===== src/design/gdef_pkg.sv =====
// shared types, widths and codes of the grid deviation event filter
`default_nettype none

package gdef_pkg;

    // field widths
    localparam int TAG_W  = 16;
    localparam int FREQ_W = 18;
    localparam int VRMS_W = 16;
    localparam int DUR_W  = 16;
    localparam int GOOD_W = 17;
    localparam int KIND_W = 2;
    localparam int ADDR_W = 3;
    localparam int DATA_W = 18;

    // default merge limit while accumulating
    localparam int MAX_EXTEND_DEF = 15;

    // saturation values
    localparam logic [GOOD_W-1:0] GOOD_MAX = {GOOD_W{1'b1}};
    localparam logic [DUR_W-1:0]  DUR_MAX  = {DUR_W{1'b1}};

    // register reset values
    localparam logic [FREQ_W-1:0] FREQ_EXP_RST = FREQ_W'(60000);
    localparam logic [VRMS_W-1:0] VRMS_EXP_RST = VRMS_W'(12000);
    localparam logic [FREQ_W-1:0] FREQ_THR_RST = FREQ_W'(100);
    localparam logic [VRMS_W-1:0] VRMS_THR_RST = VRMS_W'(500);
    localparam logic [15:0]       MEAS_PER_RST = 16'd0;

    // frame classification codes
    typedef enum logic [KIND_W-1:0] {
        KIND_FREQ = 2'd0,
        KIND_VOLT = 2'd1,
        KIND_MEAS = 2'd2
    } kind_t;

    // configuration register indexes
    typedef enum logic [ADDR_W-1:0] {
        REG_FREQ_EXP = 3'd0,
        REG_VRMS_EXP = 3'd1,
        REG_FREQ_THR = 3'd2,
        REG_VRMS_THR = 3'd3,
        REG_MEAS_PER = 3'd4
    } reg_addr_t;

    // classifier settings
    typedef struct packed {
        logic [FREQ_W-1:0] freq_expected;
        logic [VRMS_W-1:0] vrms_expected;
        logic [FREQ_W-1:0] freq_threshold;
        logic [VRMS_W-1:0] vrms_threshold;
    } class_cfg_t;

    // classifier verdict
    typedef struct packed {
        logic  is_event;
        kind_t kind;
    } class_t;

    // one captured frame
    typedef struct packed {
        logic [TAG_W-1:0]  tag;
        logic [FREQ_W-1:0] freq;
        logic [VRMS_W-1:0] vrms;
        logic [DUR_W-1:0]  duration;
    } frame_t;

endpackage

`default_nettype wire


===== src/design/gdef_if.sv =====
// channel interfaces: frame input, result output, configuration write
`default_nettype none

interface gdef_frame_if;
    logic                        valid;
    logic                        ready;
    logic [gdef_pkg::TAG_W-1:0]  frame_tag;
    logic [gdef_pkg::FREQ_W-1:0] freq_meas;
    logic [gdef_pkg::VRMS_W-1:0] vrms_meas;
    logic [gdef_pkg::DUR_W-1:0]  frame_duration;

    modport source (output valid, frame_tag, freq_meas, vrms_meas, frame_duration,
                    input ready);
    modport sink   (input valid, frame_tag, freq_meas, vrms_meas, frame_duration,
                    output ready);
endinterface

interface gdef_result_if;
    logic                        valid;
    logic                        ready;
    logic                        emit;
    logic [gdef_pkg::KIND_W-1:0] event_kind;
    logic [gdef_pkg::TAG_W-1:0]  out_tag;
    logic [gdef_pkg::FREQ_W-1:0] out_freq;
    logic [gdef_pkg::VRMS_W-1:0] out_vrms;
    logic [gdef_pkg::DUR_W-1:0]  out_duration;
    logic                        led_on;

    modport source (output valid, emit, event_kind, out_tag, out_freq, out_vrms,
                    out_duration, led_on, input ready);
    modport sink   (input valid, emit, event_kind, out_tag, out_freq, out_vrms,
                    out_duration, led_on, output ready);
endinterface

interface gdef_cfg_if;
    logic                        valid;
    logic                        ready;
    logic [gdef_pkg::ADDR_W-1:0] addr;
    logic [gdef_pkg::DATA_W-1:0] data;

    modport source (output valid, addr, data, input ready);
    modport sink   (input valid, addr, data, output ready);
endinterface

`default_nettype wire


===== src/design/gdef_classify.sv =====
// frequency and voltage deviation compare for one frame
`default_nettype none

module gdef_classify (
    input  gdef_pkg::class_cfg_t          cfg,
    input  logic [gdef_pkg::FREQ_W-1:0]   freq,
    input  logic [gdef_pkg::VRMS_W-1:0]   vrms,
    output gdef_pkg::class_t              verdict
);
    import gdef_pkg::*;

    logic [FREQ_W-1:0] freq_dev;
    logic [VRMS_W-1:0] vrms_dev;
    logic              freq_hit;
    logic              vrms_hit;

    // absolute deviations from nominal
    assign freq_dev = (cfg.freq_expected >= freq) ? (cfg.freq_expected - freq)
                                                  : (freq - cfg.freq_expected);
    assign vrms_dev = (cfg.vrms_expected >= vrms) ? (cfg.vrms_expected - vrms)
                                                  : (vrms - cfg.vrms_expected);

    assign freq_hit = (freq_dev >= cfg.freq_threshold);
    assign vrms_hit = (vrms_dev >= cfg.vrms_threshold);

    // frequency wins over voltage; measurement kind is decided by the caller
    always_comb
    begin
        verdict.is_event = freq_hit | vrms_hit;
        verdict.kind     = freq_hit ? KIND_FREQ : (vrms_hit ? KIND_VOLT : KIND_MEAS);
    end

endmodule

`default_nettype wire


===== src/design/grid_deviation_event_filter.sv =====
// top level of the grid deviation event filter
//
//  channel  | dir | beat contents
//  ---------+-----+--------------------------------------------------------
//  frame    | in  | frame_tag, freq_meas, vrms_meas, frame_duration
//  result   | out | emit, event_kind, out_tag, out_freq, out_vrms, out_duration,
//           |     | led_on
//  cfg      | in  | addr (register index), data
//
// every frame beat gives exactly one result beat, through the input register and the result register
// one frame per cycle sustained while result.ready is high: classification, counters and the held frame
// update in the single step from the input register to the result register
// a stalled result holds the result register and then the input register;
// frame.ready stays high while either of them can move
// reset clears the valid flags and counters and loads the configuration reset values; cfg.ready is always high
`default_nettype none

module grid_deviation_event_filter #(
    parameter int MAX_EXTEND = gdef_pkg::MAX_EXTEND_DEF
) (
    input  wire logic   clk,
    input  wire logic   rst_n,
    gdef_frame_if.sink  frame,
    gdef_result_if.source result,
    gdef_cfg_if.sink    cfg
);
    import gdef_pkg::*;

    localparam int EXT_W = $clog2(MAX_EXTEND + 1);

    // configuration registers
    logic [FREQ_W-1:0] freq_exp_reg;
    logic [VRMS_W-1:0] vrms_exp_reg;
    logic [FREQ_W-1:0] freq_thr_reg;
    logic [VRMS_W-1:0] vrms_thr_reg;
    logic [15:0]       meas_per_reg;

    // input stage
    logic   in_valid_reg;
    frame_t in_frame_reg;

    // filter state
    logic              accum_reg,  accum_next;
    logic [GOOD_W-1:0] good_reg,   good_next;
    logic [EXT_W-1:0]  ext_reg,    ext_next;
    frame_t            held_reg,   held_next;
    kind_t             hkind_reg,  hkind_next;

    // result stage
    logic              out_valid_reg;
    logic              emit_reg,   emit_next;
    kind_t             kind_reg,   kind_next;
    frame_t            out_reg,    out_next;
    logic              led_reg,    led_next;

    logic       advance;
    class_cfg_t class_cfg;
    class_t     verdict;
    logic [GOOD_W-1:0] good_inc;
    logic       is_meas;

    assign cfg.ready   = 1'b1;
    assign advance     = in_valid_reg & (~out_valid_reg | result.ready);
    assign frame.ready = ~in_valid_reg | advance;

    // configuration writes
    always_ff @(posedge clk or negedge rst_n)
    begin
        if (!rst_n)
        begin
            freq_exp_reg <= FREQ_EXP_RST;
            vrms_exp_reg <= VRMS_EXP_RST;
            freq_thr_reg <= FREQ_THR_RST;
            vrms_thr_reg <= VRMS_THR_RST;
            meas_per_reg <= MEAS_PER_RST;
        end
        else if (cfg.valid)
        begin
            case (cfg.addr)
                REG_FREQ_EXP: freq_exp_reg <= cfg.data[FREQ_W-1:0];
                REG_VRMS_EXP: vrms_exp_reg <= cfg.data[VRMS_W-1:0];
                REG_FREQ_THR: freq_thr_reg <= cfg.data[FREQ_W-1:0];
                REG_VRMS_THR: vrms_thr_reg <= cfg.data[VRMS_W-1:0];
                REG_MEAS_PER: meas_per_reg <= cfg.data[15:0];
                default: ;
            endcase
        end
    end

    // deviation compare
    assign class_cfg.freq_expected  = freq_exp_reg;
    assign class_cfg.vrms_expected  = vrms_exp_reg;
    assign class_cfg.freq_threshold = freq_thr_reg;
    assign class_cfg.vrms_threshold = vrms_thr_reg;

    gdef_classify u_classify (
        .cfg     (class_cfg),
        .freq    (in_frame_reg.freq),
        .vrms    (in_frame_reg.vrms),
        .verdict (verdict)
    );

    // good-frame count and periodic measurement decision
    assign good_inc = (good_reg != GOOD_MAX) ? (good_reg + GOOD_W'(1)) : good_reg;
    assign is_meas  = ~verdict.is_event & (meas_per_reg != 16'd0) &
                      (good_inc > {1'b0, meas_per_reg});

    // hold, merge and emit decision
    always_comb
    begin
        accum_next = accum_reg;
        ext_next   = ext_reg;
        held_next  = held_reg;
        hkind_next = hkind_reg;
        emit_next  = 1'b0;
        kind_next  = KIND_FREQ;
        out_next   = '0;
        led_next   = verdict.is_event | is_meas;

        if (verdict.is_event || is_meas)
            good_next = '0;
        else
            good_next = good_inc;

        if (!accum_reg)
        begin
            if (verdict.is_event)
            begin
                held_next  = in_frame_reg;
                hkind_next = verdict.kind;
                accum_next = 1'b1;
            end
            else if (is_meas)
            begin
                emit_next = 1'b1;
                kind_next = KIND_MEAS;
                out_next  = in_frame_reg;
            end
        end
        else if (verdict.is_event && (ext_reg < EXT_W'(MAX_EXTEND)))
        begin
            if (held_reg.duration != DUR_MAX)
                held_next.duration = held_reg.duration + DUR_W'(1);
            ext_next = ext_reg + EXT_W'(1);
        end
        else
        begin
            emit_next  = 1'b1;
            kind_next  = hkind_reg;
            out_next   = held_reg;
            ext_next   = '0;
            accum_next = 1'b0;
        end
    end

    // control registers
    always_ff @(posedge clk or negedge rst_n)
    begin
        if (!rst_n)
        begin
            in_valid_reg  <= 1'b0;
            out_valid_reg <= 1'b0;
            accum_reg     <= 1'b0;
            good_reg      <= '0;
            ext_reg       <= '0;
        end
        else
        begin
            if (frame.valid && frame.ready)
                in_valid_reg <= 1'b1;
            else if (advance)
                in_valid_reg <= 1'b0;

            if (advance)
                out_valid_reg <= 1'b1;
            else if (result.ready)
                out_valid_reg <= 1'b0;

            if (advance)
            begin
                accum_reg <= accum_next;
                good_reg  <= good_next;
                ext_reg   <= ext_next;
            end
        end
    end

    // payload registers
    always_ff @(posedge clk)
    begin
        if (frame.valid && frame.ready)
        begin
            in_frame_reg.tag      <= frame.frame_tag;
            in_frame_reg.freq     <= frame.freq_meas;
            in_frame_reg.vrms     <= frame.vrms_meas;
            in_frame_reg.duration <= frame.frame_duration;
        end
        if (advance)
        begin
            held_reg  <= held_next;
            hkind_reg <= hkind_next;
            emit_reg  <= emit_next;
            kind_reg  <= kind_next;
            out_reg   <= out_next;
            led_reg   <= led_next;
        end
    end

    // result beat
    assign result.valid        = out_valid_reg;
    assign result.emit         = emit_reg;
    assign result.event_kind   = kind_reg;
    assign result.out_tag      = out_reg.tag;
    assign result.out_freq     = out_reg.freq;
    assign result.out_vrms     = out_reg.vrms;
    assign result.out_duration = out_reg.duration;
    assign result.led_on       = led_reg;

endmodule

`default_nettype wire


===== src/flat_wrapper.sv =====
// flat-port wrapper written by rule: the top's interface ports become plain ports
module grid_deviation_event_filter_flat import gdef_pkg::*;
#(
    parameter int MAX_EXTEND = gdef_pkg::MAX_EXTEND_DEF
)
  (clk, rst_n, frame_valid, frame_frame_tag, frame_freq_meas, frame_vrms_meas, frame_frame_duration, frame_ready, result_valid, result_emit, result_event_kind, result_out_tag, result_out_freq, result_out_vrms, result_out_duration, result_led_on, result_ready, cfg_valid, cfg_addr, cfg_data, cfg_ready);
  gdef_frame_if frame_i ();
  gdef_result_if result_i ();
  gdef_cfg_if cfg_i ();
  input  wire logic clk;
  input  wire logic rst_n;
  input wire logic [$bits(frame_i.valid)-1:0] frame_valid;
  input wire logic [$bits(frame_i.frame_tag)-1:0] frame_frame_tag;
  input wire logic [$bits(frame_i.freq_meas)-1:0] frame_freq_meas;
  input wire logic [$bits(frame_i.vrms_meas)-1:0] frame_vrms_meas;
  input wire logic [$bits(frame_i.frame_duration)-1:0] frame_frame_duration;
  output wire logic [$bits(frame_i.ready)-1:0] frame_ready;
  output wire logic [$bits(result_i.valid)-1:0] result_valid;
  output wire logic [$bits(result_i.emit)-1:0] result_emit;
  output wire logic [$bits(result_i.event_kind)-1:0] result_event_kind;
  output wire logic [$bits(result_i.out_tag)-1:0] result_out_tag;
  output wire logic [$bits(result_i.out_freq)-1:0] result_out_freq;
  output wire logic [$bits(result_i.out_vrms)-1:0] result_out_vrms;
  output wire logic [$bits(result_i.out_duration)-1:0] result_out_duration;
  output wire logic [$bits(result_i.led_on)-1:0] result_led_on;
  input wire logic [$bits(result_i.ready)-1:0] result_ready;
  input wire logic [$bits(cfg_i.valid)-1:0] cfg_valid;
  input wire logic [$bits(cfg_i.addr)-1:0] cfg_addr;
  input wire logic [$bits(cfg_i.data)-1:0] cfg_data;
  output wire logic [$bits(cfg_i.ready)-1:0] cfg_ready;
  assign frame_i.valid = frame_valid;
  assign frame_i.frame_tag = frame_frame_tag;
  assign frame_i.freq_meas = frame_freq_meas;
  assign frame_i.vrms_meas = frame_vrms_meas;
  assign frame_i.frame_duration = frame_frame_duration;
  assign frame_ready = frame_i.ready;
  assign result_valid = result_i.valid;
  assign result_emit = result_i.emit;
  assign result_event_kind = result_i.event_kind;
  assign result_out_tag = result_i.out_tag;
  assign result_out_freq = result_i.out_freq;
  assign result_out_vrms = result_i.out_vrms;
  assign result_out_duration = result_i.out_duration;
  assign result_led_on = result_i.led_on;
  assign result_i.ready = result_ready;
  assign cfg_i.valid = cfg_valid;
  assign cfg_i.addr = cfg_addr;
  assign cfg_i.data = cfg_data;
  assign cfg_ready = cfg_i.ready;
  grid_deviation_event_filter #(.MAX_EXTEND(MAX_EXTEND)) u_core (.clk(clk), .rst_n(rst_n), .frame(frame_i), .result(result_i), .cfg(cfg_i));
endmodule

===== config.mk =====
export PLATFORM = sky130hd
export DESIGN_NAME = grid_deviation_event_filter_flat
export DESIGN_NICKNAME = d
export VERILOG_FILES = /design/src/design/gdef_pkg.sv /design/src/design/gdef_if.sv /design/src/design/gdef_classify.sv /design/src/design/grid_deviation_event_filter.sv /design/src/flat_wrapper.sv
export SDC_FILE = /design/constraint.sdc
export NUM_CORES = 1
export LEC_CHECK = 0
export BUFFER_PORTS_ARGS = -buffer_cell sky130_fd_sc_hd__buf_2
export CORE_ASPECT_RATIO = 0.7
export CORE_MARGIN = 5
export CORE_UTILIZATION = 60
export DETAILED_ROUTE_END_ITERATION = 7
export GPL_TIMING_DRIVEN = 0
export PLACE_DENSITY_LB_ADDON = 0.12
export SYNTH_ARGS = -nofsm -noshare
export SYNTH_HDL_FRONTEND = slang
export SYNTH_SLANG_ARGS = --single-unit

===== constraint.sdc =====
create_clock -name clk -period 7.3 [get_ports clk]
set_input_delay 0.73 -clock clk [delete_from_list [all_inputs] [get_ports clk]]
set_output_delay 0.73 -clock clk [all_outputs]
set_load 0.01 [all_outputs]

==> metrics.md, run 1 <==
| Metric | Value |
|---|---|
| Max Clk Rate | `between 0.1 and 0.15 GHz` |
| Crit path largest cell delay | `roughly 0.56 ns` |
| Grt total ovfl | `0` |
| Slowest cell on the critical path | `edfxtp_1` |
| Min Tclk post-route | `about 6.8 ns` |
| Initial Utilization | `0.609` |
| Worst setup EP type | `flop` |
| Clk_skew | `approximately 0.027 ns` |
| Pre-CTS setup slack | `0.306 ns` |
| Fraction of registers with async set/reset | `0.346` |
| Worst-Margin Slew | `between 1 and 1.5 ns` |
| P_leak | `7.94 nW` |
| WP data required | `between 7 and 8 ns` |
| Hold WS | `approximately 0.31 ns` |
| Antenna violations before repair | `2` |
| Peak supply drop | `around 0.20 mV` |
| GPL Wtd Cong | `0.928` |
| Vias in the first global route | `around 11000` |
| Top Metal Used | `met4` |
| Top cell type's share of synthesized area | `0.377` |
| Largest net degree at the start of global routing | `roughly 90` |
| Slew Viols, Final | `0` |
| Critical Path, Cell by Cell | `ha_1, inv_1, fa_1, a21o_1, a221oi_1, o21bai_1, o211ai_1, a21oi_2, buf_4, a211oi_1, a21oi_1, xor2_1, ha_1, a21oi_1, o22ai_1, o21ai_0, a21oi_1, nor3_1, o21ai_1, o21ai_2, buf_4, buf_2, a22oi_2, buf_4` |
| Site row count | `50` |
| CTS buffer count | `30` |
| Avg WL per Cell | `20.8 um` |
| CTS tree | `done` |
| CP max FO | `10` |
| Clk slew on worst S/H paths | `approximately 0.070 ns` |
| Dpl hpwl | `approximately 30 mm` |
| Status | `finished, final reports clean` |
| # setup viols final | `0` |
| Final worst-path cycle share | `0.929` |
| Final Net Count | `1860` |
| First-pass GRT wire length | `65.0 mm` |
| Post-CTS Setup Bufs | `0` |
| Routed WL | `42.3 mm` |
| Post-Syn Nets | `roughly 1700` |
| Wire length on met2 | `about 17 mm` |
| CTS root buf | `clkbuf_16` |
| Die W | `207 um` |
| Tot GR Track Use | `0.272` |
| FF-to-FF setup slack | `about 0.52 ns` |
| Wire length on met1 | `~20 mm` |
| Synth warn | `0` |
| Met3 wire length | `4.06 mm` |
| Worst hold path class | `input port to flop` |
| Post-DRT Antenna Nets | `0` |
| Worst path arrival time | `7.13 ns` |
| Max-slew headroom | `0.170` |
| # IOs | `about 170` |
| Crit Path Class | `flop to flop` |
| Clock Path Buffers | `3` |
| Number of max-cap violations | `0` |
| Syn avg cell area | `roughly 11 um2` |
| Buf/Inv on CP | `5` |
| CP delay by family, top | `compound AO/OA/AOI/OAI gates` |
| Top cells by area, synth | `edfxtp_1 38%, dfrtp_1 13%, ha_1 9.2%` |
| Startpoint Class | `flop` |
| Final cell count without fillers | `a little over 2000` |
| Die footprint | `approximately 0.031 mm2` |
| Final hold viol count | `0` |
| Sequential cell area fraction in the yosys report | `0.544` |
| Number of synthesized flops with an enable pin | `between 200 and 250` |
| Core box area | `around 0.027 mm2` |
| Yosys reg bits | `~310` |
| Area leader, netlist | `edfxtp_1` |
| # H-tree levels | `1` |
| Final setup margin | `between 0.5 and 0.6 ns` |
| Share of layout cells above drive strength 1 | `0.182` |
| DR iter-0 viols | `1317` |
| Port bufs | `between 150 and 200` |
| Post-route DRC violation count | `0` |
| Routed via count divided by cell count | `~6.0` |
| Most frequent cells in the layout | `204 x edfxtp_1, 168 x buf_2, 144 x nand2_1, 141 x inv_1, 119 x ha_1` |
| Yosys cell types | `70` |
| DR pass1 iterations | `5` |
| Count of mapped cells out of synthesis | `approximately 1400` |
| DR vias | `~12000` |
| P&R area growth vs syn | `15.2%` |
| Diodes inserted | `0` |
| # clock sinks | `312` |
| Commonest non-fill, non-tap cell in the layout | `edfxtp_1` |
| Worst-Skew Late Latency | `0.59 ns` |
| PwrDens | `~370 mW/mm2` |
| DIE HEIGHT | `about 150 um` |
| Synthesized cell area | `0.0163 mm2` |
| Synth Flop Type | `edfxtp_1` |
| Placed insts | `~2000` |
| Unrepaired setup endpoints after global routing | `false` |
final timing paths:
path,start,to,cells past startpoint
min reg2reg,u_core.in_frame_reg[59],u_core.held_reg[59],0
max,u_core.in_frame_reg[32],u_core.held_reg[2],24
min in group asynchronous,rst_n,u_core.freq_thr_reg[14],2
min,frame_frame_tag[12],u_core.in_frame_reg[62],1
max in group asynchronous,rst_n,u_core.vrms_thr_reg[6],3
max reg2reg,u_core.in_frame_reg[32],u_core.held_reg[2],24
worst register-to-register path, stage by stage (launching register included):
cell and delay, ns:
edfxtp_1 0.56, ha_1 0.23, inv_1 0.05, fa_1 0.40, a21o_1 0.23, a221oi_1 0.55, o21bai_1 0.17, o211ai_1 0.29
a21oi_2 0.20, buf_4 0.25, a211oi_1 0.28, a21oi_1 0.09, xor2_1 0.36, ha_1 0.33, a21oi_1 0.15, o22ai_1 0.07
o21ai_0 0.16, a21oi_1 0.09, nor3_1 0.24, o21ai_1 0.34, o21ai_2 0.43, buf_4 0.25, buf_2 0.29, a22oi_2 0.25
buf_4 0.28
cell families (layout without fill, tap and decap cells):
group / after synthesis / in the layout / share of synthesized area
AOI/OAI and AO/OA: 371 / 371 / 0.157
xor gates and xnor gates: 53 / 53 / 0.0285
adders and majority gates: 123 / 123 / 0.0965
buffers and inverters: 213 / 437 / 0.0521
DFF: 312 / 312 / 0.544
muxes: 35 / 35 / 0.0235
other: 1 / 1 / 0.000231
and+or+nand+nor: 337 / 337 / 0.0981
cell usage after synthesis, types with 32 or more instances:
cell type / n
a21o_1: 32
nor2_1: 45
a21oi_1: 78
dfrtp_1: 85
ha_1: 119
nand3_1: 37
edfxtp_1: 204
a32o_1: 65
clkbuf_1: 53
nand2_1: 144
o21ai_0: 98
inv_1: 142
power by group:
| part | total [mW] | switching (mW) | internal, mW |
|---|---|---|---|
| clock network | 1.66 | 0.709 | 0.954 |
| registers | 2.62 | 0.205 | 2.42 |
| logic | 2.63 | 1.66 | 0.974 |
| total | 6.92 | 2.57 | 4.34 |
per-stage QoR:
stage	TNS [ns]	area, um2	power, mW	util
finish	0	18700	6.92	0.701
global route	0	18700	7.34	0.701
CTS	0	18700	6.90	0.701
detailed placement	0	17700	5.22	0.661
global placement	-1.25	17500	5.14	0.656
floorplan	0	16300	4.37	-
final cells by class:
cell class                 count  area, um2
buffer                        71        318
multi-input combinational    920       6570
sequential                   312       8860
clock buffer                  39        828
inverter                     142        533
timing repair buffer         168        937
tap                          364        455
fill                        1978       7980
clock inverter                17        235
metal layers:
layer / GRT usage / vias up
met2: 0.372 / 551
met4: 0.0581 / 0
met5: 0 / -
met1: 0.445 / 5933
met3: 0.0583 / 65
li1: - / 5678
timing repair:
action,4_1_cts,5_1_grt
endpoints found under the setup margin,0,16
resized for setup,0,2
hold buffers,1,0
hold endpoints to repair,10,0
(Power assumes the default switching activity.)
==> run 2: changes to the inputs <==
--- a/config.mk
+++ b/config.mk
@@ -10,7 +10,6 @@
 export CORE_MARGIN = 5
 export CORE_UTILIZATION = 60
 export DETAILED_ROUTE_END_ITERATION = 7
-export GPL_TIMING_DRIVEN = 0
 export PLACE_DENSITY_LB_ADDON = 0.12
 export SYNTH_ARGS = -nofsm -noshare
 export SYNTH_HDL_FRONTEND = slang
==> run 2 against run 1 <==
Against the previous run: die area is the same; first-iteration DRC count fell by 24%; critical path depth decreased by 3; critical path type unchanged; largest cell class unchanged.
==> metrics.md, run 2 (same netlist as run 1, synthesis figures left out) <==
| Metric | Value |
|---|---|
| # setup viols final | `0` |
| Clk slew on worst S/H paths | `roughly 0.070 ns` |
| Crit path depth | `21` |
| Buf/Inv on CP | `3` |
| Wire length on met2 | `about 16 mm` |
| Crit Path Class | `flop to flop` |
| Worst path arrival time | `around 6.6 ns` |
| Worst-Margin Slew | `approximately 1.1 ns` |
| DR iter-0 viols | `between 900 and 1000` |
| Slew Viols, Final | `0` |
| Post-CTS Setup Bufs | `0` |
| Reg-to-reg startpoint | `u_core.vrms_exp_reg[0]` |
| Die footprint | `just over 0.03 mm2` |
| Worst R2R End | `u_core.result.out_freq[10]` |
| Total power | `a little under 7 mW` |
| Clock Path Buffers | `3` |
| # clock sinks | `312` |
| # IOs | `165` |
| # H-tree levels | `1` |
| Avg WL per Cell | `between 20 and 25 um` |
| P&R area growth vs syn | `13.3%` |
| Most frequent cells in the layout | `204 x edfxtp_1, 162 x buf_2, 144 x nand2_1, 140 x inv_1, 119 x ha_1` |
| Status | `finished, final reports clean` |
| Register-to-Register Path Depth | `21` |
| CTS buffer count | `29` |
| Crit path largest cell delay | `roughly 0.71 ns` |
| Commonest non-fill, non-tap cell in the layout | `edfxtp_1` |
| Clk_skew | `0.0254 ns` |
| Final Net Count | `between 1500 and 2000` |
| FF-to-FF setup slack | `about 1.1 ns` |
| Dpl hpwl | `~28 mm` |
| Final setup margin | `between 1 and 1.5 ns` |
| Antenna violations before repair | `1` |
| Number of max-cap violations | `0` |
| Routed via count divided by cell count | `5.96` |
| Site row count | `50` |
| Share of layout cells above drive strength 1 | `0.185` |
| Die W | `207 um` |
| Post-DRT Antenna Nets | `0` |
| Min Tclk post-route | `6.19 ns` |
| Worst setup EP type | `flop` |
| PwrDens | `about 370 mW/mm2` |
| CTS tree | `done` |
| Post-route DRC violation count | `0` |
| Top Metal Used | `met4` |
| Met3 wire length | `about 3.4 mm` |
| Worst hold path class | `input port to async pin` |
| Grt total ovfl | `0` |
| Wire length on met1 | `between 15 and 20 mm` |
| Routed WL | `~40 mm` |
| CTS root buf | `clkbuf_16` |
| DR pass1 iterations | `6` |
| Initial Utilization | `0.609` |
| Slowest cell on the critical path | `a221o_1` |
| Pre-CTS setup slack | `1.21 ns` |
| DR vias | `about 12000` |
| Final worst-path cycle share | `0.848` |
| Final hold viol count | `0` |
| Diodes inserted | `0` |
| Worst-Skew Late Latency | `0.58 ns` |
| WP data required | `slightly below 8 ns` |
| Vias in the first global route | `about 11000` |
| # hold bufs at CTS | `0` |
| Setup TNS Final | `0 ns` |
| Tot GR Track Use | `0.260` |
| Max-slew headroom | `0.299` |
| Core box area | `roughly 0.027 mm2` |
| Max Clk Rate | `between 0.15 and 0.2 GHz` |
| Peak supply drop | `approximately 0.33 mV` |
| Unrepaired setup endpoints after global routing | `false` |
| CP max FO | `53` |
| GPL Wtd Cong | `about 0.95` |
| DIE HEIGHT | `around 150 um` |
| Port bufs | `about 160` |
| Cts repair resizes | `0` |
| Critical Path, Cell by Cell | `inv_1, ha_1, inv_1, fa_1, a211oi_1, o21bai_1, a211oi_2, o211ai_1, a221o_1, a211oi_1, a21oi_1, xor2_1, ha_1, a21o_1, a211o_1, a2111oi_0, o21ai_1, o221a_2, o21ai_4, buf_12, a32o_1` |
| First-pass GRT wire length | `62.7 mm` |
| CP delay by family, top | `compound AO/OA/AOI/OAI gates` |
| P_leak | `between 7 and 8 nW` |
| Startpoint Class | `flop` |
| Largest net degree at the start of global routing | `between 90 and 100` |
## run 2: routing by layer
metal  track usage  vias to the layer above
met5             0                        -
met4        0.0462                        0
met2         0.351                      433
li1              -                     5548
met3        0.0482                       47
met1         0.439                     5710
## run 2: power breakdown
group | switching (mW) | leakage (nW) | total, mW | internal [mW]
sequential | 0.232 | 3.26 | 2.65 | 2.42
clock | 0.676 | 0.503 | 1.65 | 0.973
combinational | 1.54 | 4.05 | 2.49 | 0.951
total | 2.45 | 7.81 | 6.79 | 4.34
## run 2: through the flow
step	hold WS (ns)	std cells	util	area, um2
after floorplan	0.427	1445	-	16300
after global placement	0.444	1916	0.652	17400
after detailed placement	0.444	1916	0.652	17400
after CTS	0.249	1970	0.690	18400
after global routing	0.294	1970	0.690	18400
final	0.216	1970	0.690	18400
## run 2: worst max path at each step
stage / startpoint / end
after floorplan: u_core.vrms_exp_reg[0] / u_core.held_reg[0]
after global placement: u_core.vrms_exp_reg[0] / u_core.held_reg[2]
after detailed placement: u_core.vrms_exp_reg[0] / u_core.result.out_vrms[12]
after CTS: u_core.vrms_exp_reg[0] / u_core.result.out_freq[10]
after global routing: u_core.vrms_exp_reg[0] / u_core.result.out_freq[10]
final: u_core.vrms_exp_reg[0] / u_core.result.out_freq[10]
## run 2: cell type report
cell class,count,area [um2]
Sequential cell,312,8860
Tap cell,364,455
Timing Repair Buffer,178,956
Inverter,142,534
Multi-Input combinational cell,920,6600
Fill cell,1988,8280
Clock inverter,15,249
Clock buffer,39,785
## run 2: worst register-to-register path, stage by stage, from the launching register on
cell and delay, ns:
dfrtp_1 0.38, inv_1 0.07, ha_1 0.19, inv_1 0.08, fa_1 0.41, a211oi_1 0.38
o21bai_1 0.15, a211oi_2 0.27, o211ai_1 0.15, a221o_1 0.71, a211oi_1 0.38, a21oi_1 0.08
xor2_1 0.20, ha_1 0.30, a21o_1 0.18, a211o_1 0.32, a2111oi_0 0.36, o21ai_1 0.15
o221a_2 0.22, o21ai_4 0.48, buf_12 0.33, a32o_1 0.28
==> run 3: changes to the inputs <==
--- a/config.mk
+++ b/config.mk
@@ -5,6 +5,7 @@
 export SDC_FILE = /design/constraint.sdc
 export NUM_CORES = 1
 export LEC_CHECK = 0
+export ABC_AREA = 1
 export BUFFER_PORTS_ARGS = -buffer_cell sky130_fd_sc_hd__buf_2
 export CORE_ASPECT_RATIO = 0.7
 export CORE_MARGIN = 5
==> constraint.sdc (replaced) <==
create_clock -name clk -period 6 [get_ports clk]
set_input_delay 0.6 -clock clk [delete_from_list [all_inputs] [get_ports clk]]
set_output_delay 0.6 -clock clk [all_outputs]
set_load 0.01 [all_outputs]
==> run 3 against run 2 <==
Against the previous run: sequential cell count unchanged; first-iteration DRC count increased by 75%; clock-buffer cell count increased by 3; utilization decreased by 1.2 points; setup slack got worse by 0.38 ns; worst hold slack got worse by 0.19 ns; global-route usage increased by 3.9 points; clock skew decreased by 0.0056 ns; clock power increased by 14%.
==> metrics.md, run 3 <==
| Metric | Value |
|---|---|
| Worst-Margin Slew | `~1.2 ns` |
| Port bufs | `around 160` |
| GPL Wtd Cong | `0.998` |
| CP delay by family, top | `simple AND/OR/NAND/NOR gates` |
| # H-tree levels | `1` |
| Min Tclk post-route | `5.28 ns` |
| Register-to-Register Path Depth | `27` |
| CTS tree | `done` |
| Synth warn | `0` |
| Crit-path most repeated cell | `nand2_1` |
| Number of max-cap violations | `0` |
| DR iter-0 viols | `between 1500 and 2000` |
| Post-Syn Nets | `~2200` |
| PwrDens | `between 400 and 500 mW/mm2` |
| Top cells by area, synth | `edfxtp_1 35%, dfrtp_1 12%, nand2_1 11%` |
| Grt total ovfl | `0` |
| Most frequent cells in the layout | `492 x nand2_1, 238 x inv_1, 204 x edfxtp_1, 162 x buf_2, 151 x o21ai_0` |
| CP max FO | `17` |
| DIE HEIGHT | `153 um` |
| Die W | `approximately 210 um` |
| Commonest cells post-synth | `493 x nand2_1, 240 x inv_1, 204 x edfxtp_1` |
| # hold bufs at CTS | `0` |
| Buf/Inv on CP | `6` |
| Yosys cell types | `50` |
| Commonest non-fill, non-tap cell in the layout | `nand2_1` |
| Count of mapped cells out of synthesis | `1951` |
| Placed insts | `between 2000 and 2500` |
| Total power | `between 7 and 8 mW` |
| # IOs | `165` |
| Status | `finished, final reports clean` |
| P&R area growth vs syn | `11.8%` |
| Cts repair resizes | `0` |
| Worst-Skew Late Latency | `just under 0.6 ns` |
| Worst path arrival time | `5.59 ns` |
| Post-DRT Antenna Nets | `0` |
| Slew Viols, Final | `0` |
| Core Util, Final | `0.678` |
| Startpoint Class | `flop` |
| Largest net degree at the start of global routing | `96` |
| Number of synthesized flops with an enable pin | `204` |
| Final cell count without fillers | `2488` |
| Sequential cell area fraction in the yosys report | `0.507` |
| Most frequent cell after synthesis | `nand2_1` |
| Dpl hpwl | `~36 mm` |
| Vias in the first global route | `around 14000` |
| DR vias | `~14000` |
| FF-to-FF setup slack | `roughly 0.72 ns` |
| Peak supply drop | `approximately 0.32 mV` |
| Post-Layout Inst Area | `slightly below 0.02 mm2` |
| Post-CTS Setup Bufs | `0` |
| Top cell type's share of synthesized area | `0.350` |
| Synthesized cell area | `0.0175 mm2` |
| DR pass1 iterations | `6` |
| Syn avg cell area | `between 8 and 9 um2` |
| Setup TNS Final | `0 ns` |
| CTS root buf | `clkbuf_16` |
| Unrepaired setup endpoints after global routing | `false` |
| Avg WL per Cell | `between 20 and 25 um` |
| Crit path depth | `27` |
| Final Net Count | `2301` |
| Worst hold path class | `input port to async pin` |
| Worst setup EP type | `flop` |
| Area leader, netlist | `edfxtp_1` |
| Clk slew on worst S/H paths | `about 0.070 ns` |
| First-pass GRT wire length | `roughly 78 mm` |
| Post-DP Area | `roughly 0.019 mm2` |
| Core box area | `between 0.02 and 0.03 mm2` |
| Clk_skew | `roughly 0.02 ns` |
| WP data required | `~6.3 ns` |
| # setup viols final | `0` |
| Share of layout cells above drive strength 1 | `0.135` |
| Final hold viol count | `0` |
| Final worst-path cycle share | `0.880` |
| Max-slew headroom | `0.200` |
| Max Clk Rate | `0.189 GHz` |
| Slowest cell on the critical path | `edfxtp_1` |
| Crit Path Class | `flop to flop` |
| Diodes inserted | `0` |
| # clock sinks | `~310` |
| Post-route DRC violation count | `0` |
| Die footprint | `around 0.033 mm2` |
| Tot GR Track Use | `0.299` |
| Crit path largest cell delay | `between 0.5 and 0.6 ns` |
| CTS buffer count | `30` |
| Synth Flop Type | `edfxtp_1` |
| Fraction of registers with async set/reset | `0.346` |
| Routed via count divided by cell count | `about 6` |
| Clock Path Buffers | `3` |
| Yosys reg bits | `312` |
| P_leak | `~9 nW` |
| Initial Utilization | `0.607` |
| Site row count | `52` |
| Antenna violations before repair | `2` |
| Routed WL | `about 50 mm` |
## run 3: worst reg2reg max path: stages, from the launching register on
cell and delay (ns):
edfxtp_1 0.51, inv_1 0.08, ha_1 0.42, a21oi_1 0.31
o21ai_0 0.17, nand2_1 0.08, nand2_1 0.06, nand2_1 0.06
nand4_1 0.50, inv_2 0.40, nand2_1 0.08, nand2_1 0.10
inv_1 0.06, ha_1 0.29, nand2_1 0.11, inv_1 0.09
nand2_1 0.08, nor2_1 0.19, nand3_1 0.10, nand3_1 0.09
inv_1 0.05, nand2_1 0.05, nor2_1 0.04, nand2_1 0.18
nand2_2 0.36, buf_4 0.37, nand3_1 0.10, nand2_1 0.09
## run 3: final timing paths
path	end	start
min reg2reg	u_core.held_reg[60]	u_core.in_frame_reg[60]
max	u_core.result.out_tag[8]	u_core.in_frame_reg[37]
max reg2reg	u_core.result.out_tag[8]	u_core.in_frame_reg[37]
max in group asynchronous	u_core.vrms_thr_reg[14]	rst_n
min in group clk	u_core.in_frame_reg[23]	frame_vrms_meas[7]
min	u_core.freq_thr_reg[16]	rst_n
## run 3: metrics by stage
step / hold WS (ns) / setup WS (ns)
after floorplan: 0.304 / 0.511
after CTS: 0.0344 / 0.822
after global placement: 0.430 / 0.934
after detailed placement: 0.440 / 0.911
after global routing: 0.0558 / 0.254
final: 0.0215 / 0.721
## run 3: cell type report
type	instances	area, um2
timing repair buffer	180	983
clock inverter	14	123
multi-input combinational	1318	7340
sequential	312	8860
fill	2257	9270
inverter	244	917
clock buffer	42	856
tap	378	473
## run 3: cells by family (layout without fill, tap and decap cells)
logic type,count (synthesis),after routing,share of synthesized area
flops,312,312,0.507
buf+inv,321,480,0.0746
other cells,1,1,0.000214
xor+xnor,51,51,0.0255
compound gates,284,284,0.0857
mux,4,4,0.00236
simple gates,855,855,0.215
fa+ha+maj,123,123,0.0897
## run 3: power breakdown
part           total [mW]  switching [mW]  internal, mW
Combinational        2.96            2.06         0.900
Sequential           3.09           0.262          2.83
Clock                1.88           0.838          1.04
Total                7.93            3.16          4.77
## run 3: metal layers
metal | GRT usage | routed length, um | vias to the layer above
li1 | - | - | 6828
met1 | 0.478 | 23800 | 6858
met2 | 0.438 | 20800 | 746
met3 | 0.0518 | 4520 | 63
met4 | 0.0506 | 855 | 0
met5 | 0 | 0 | -
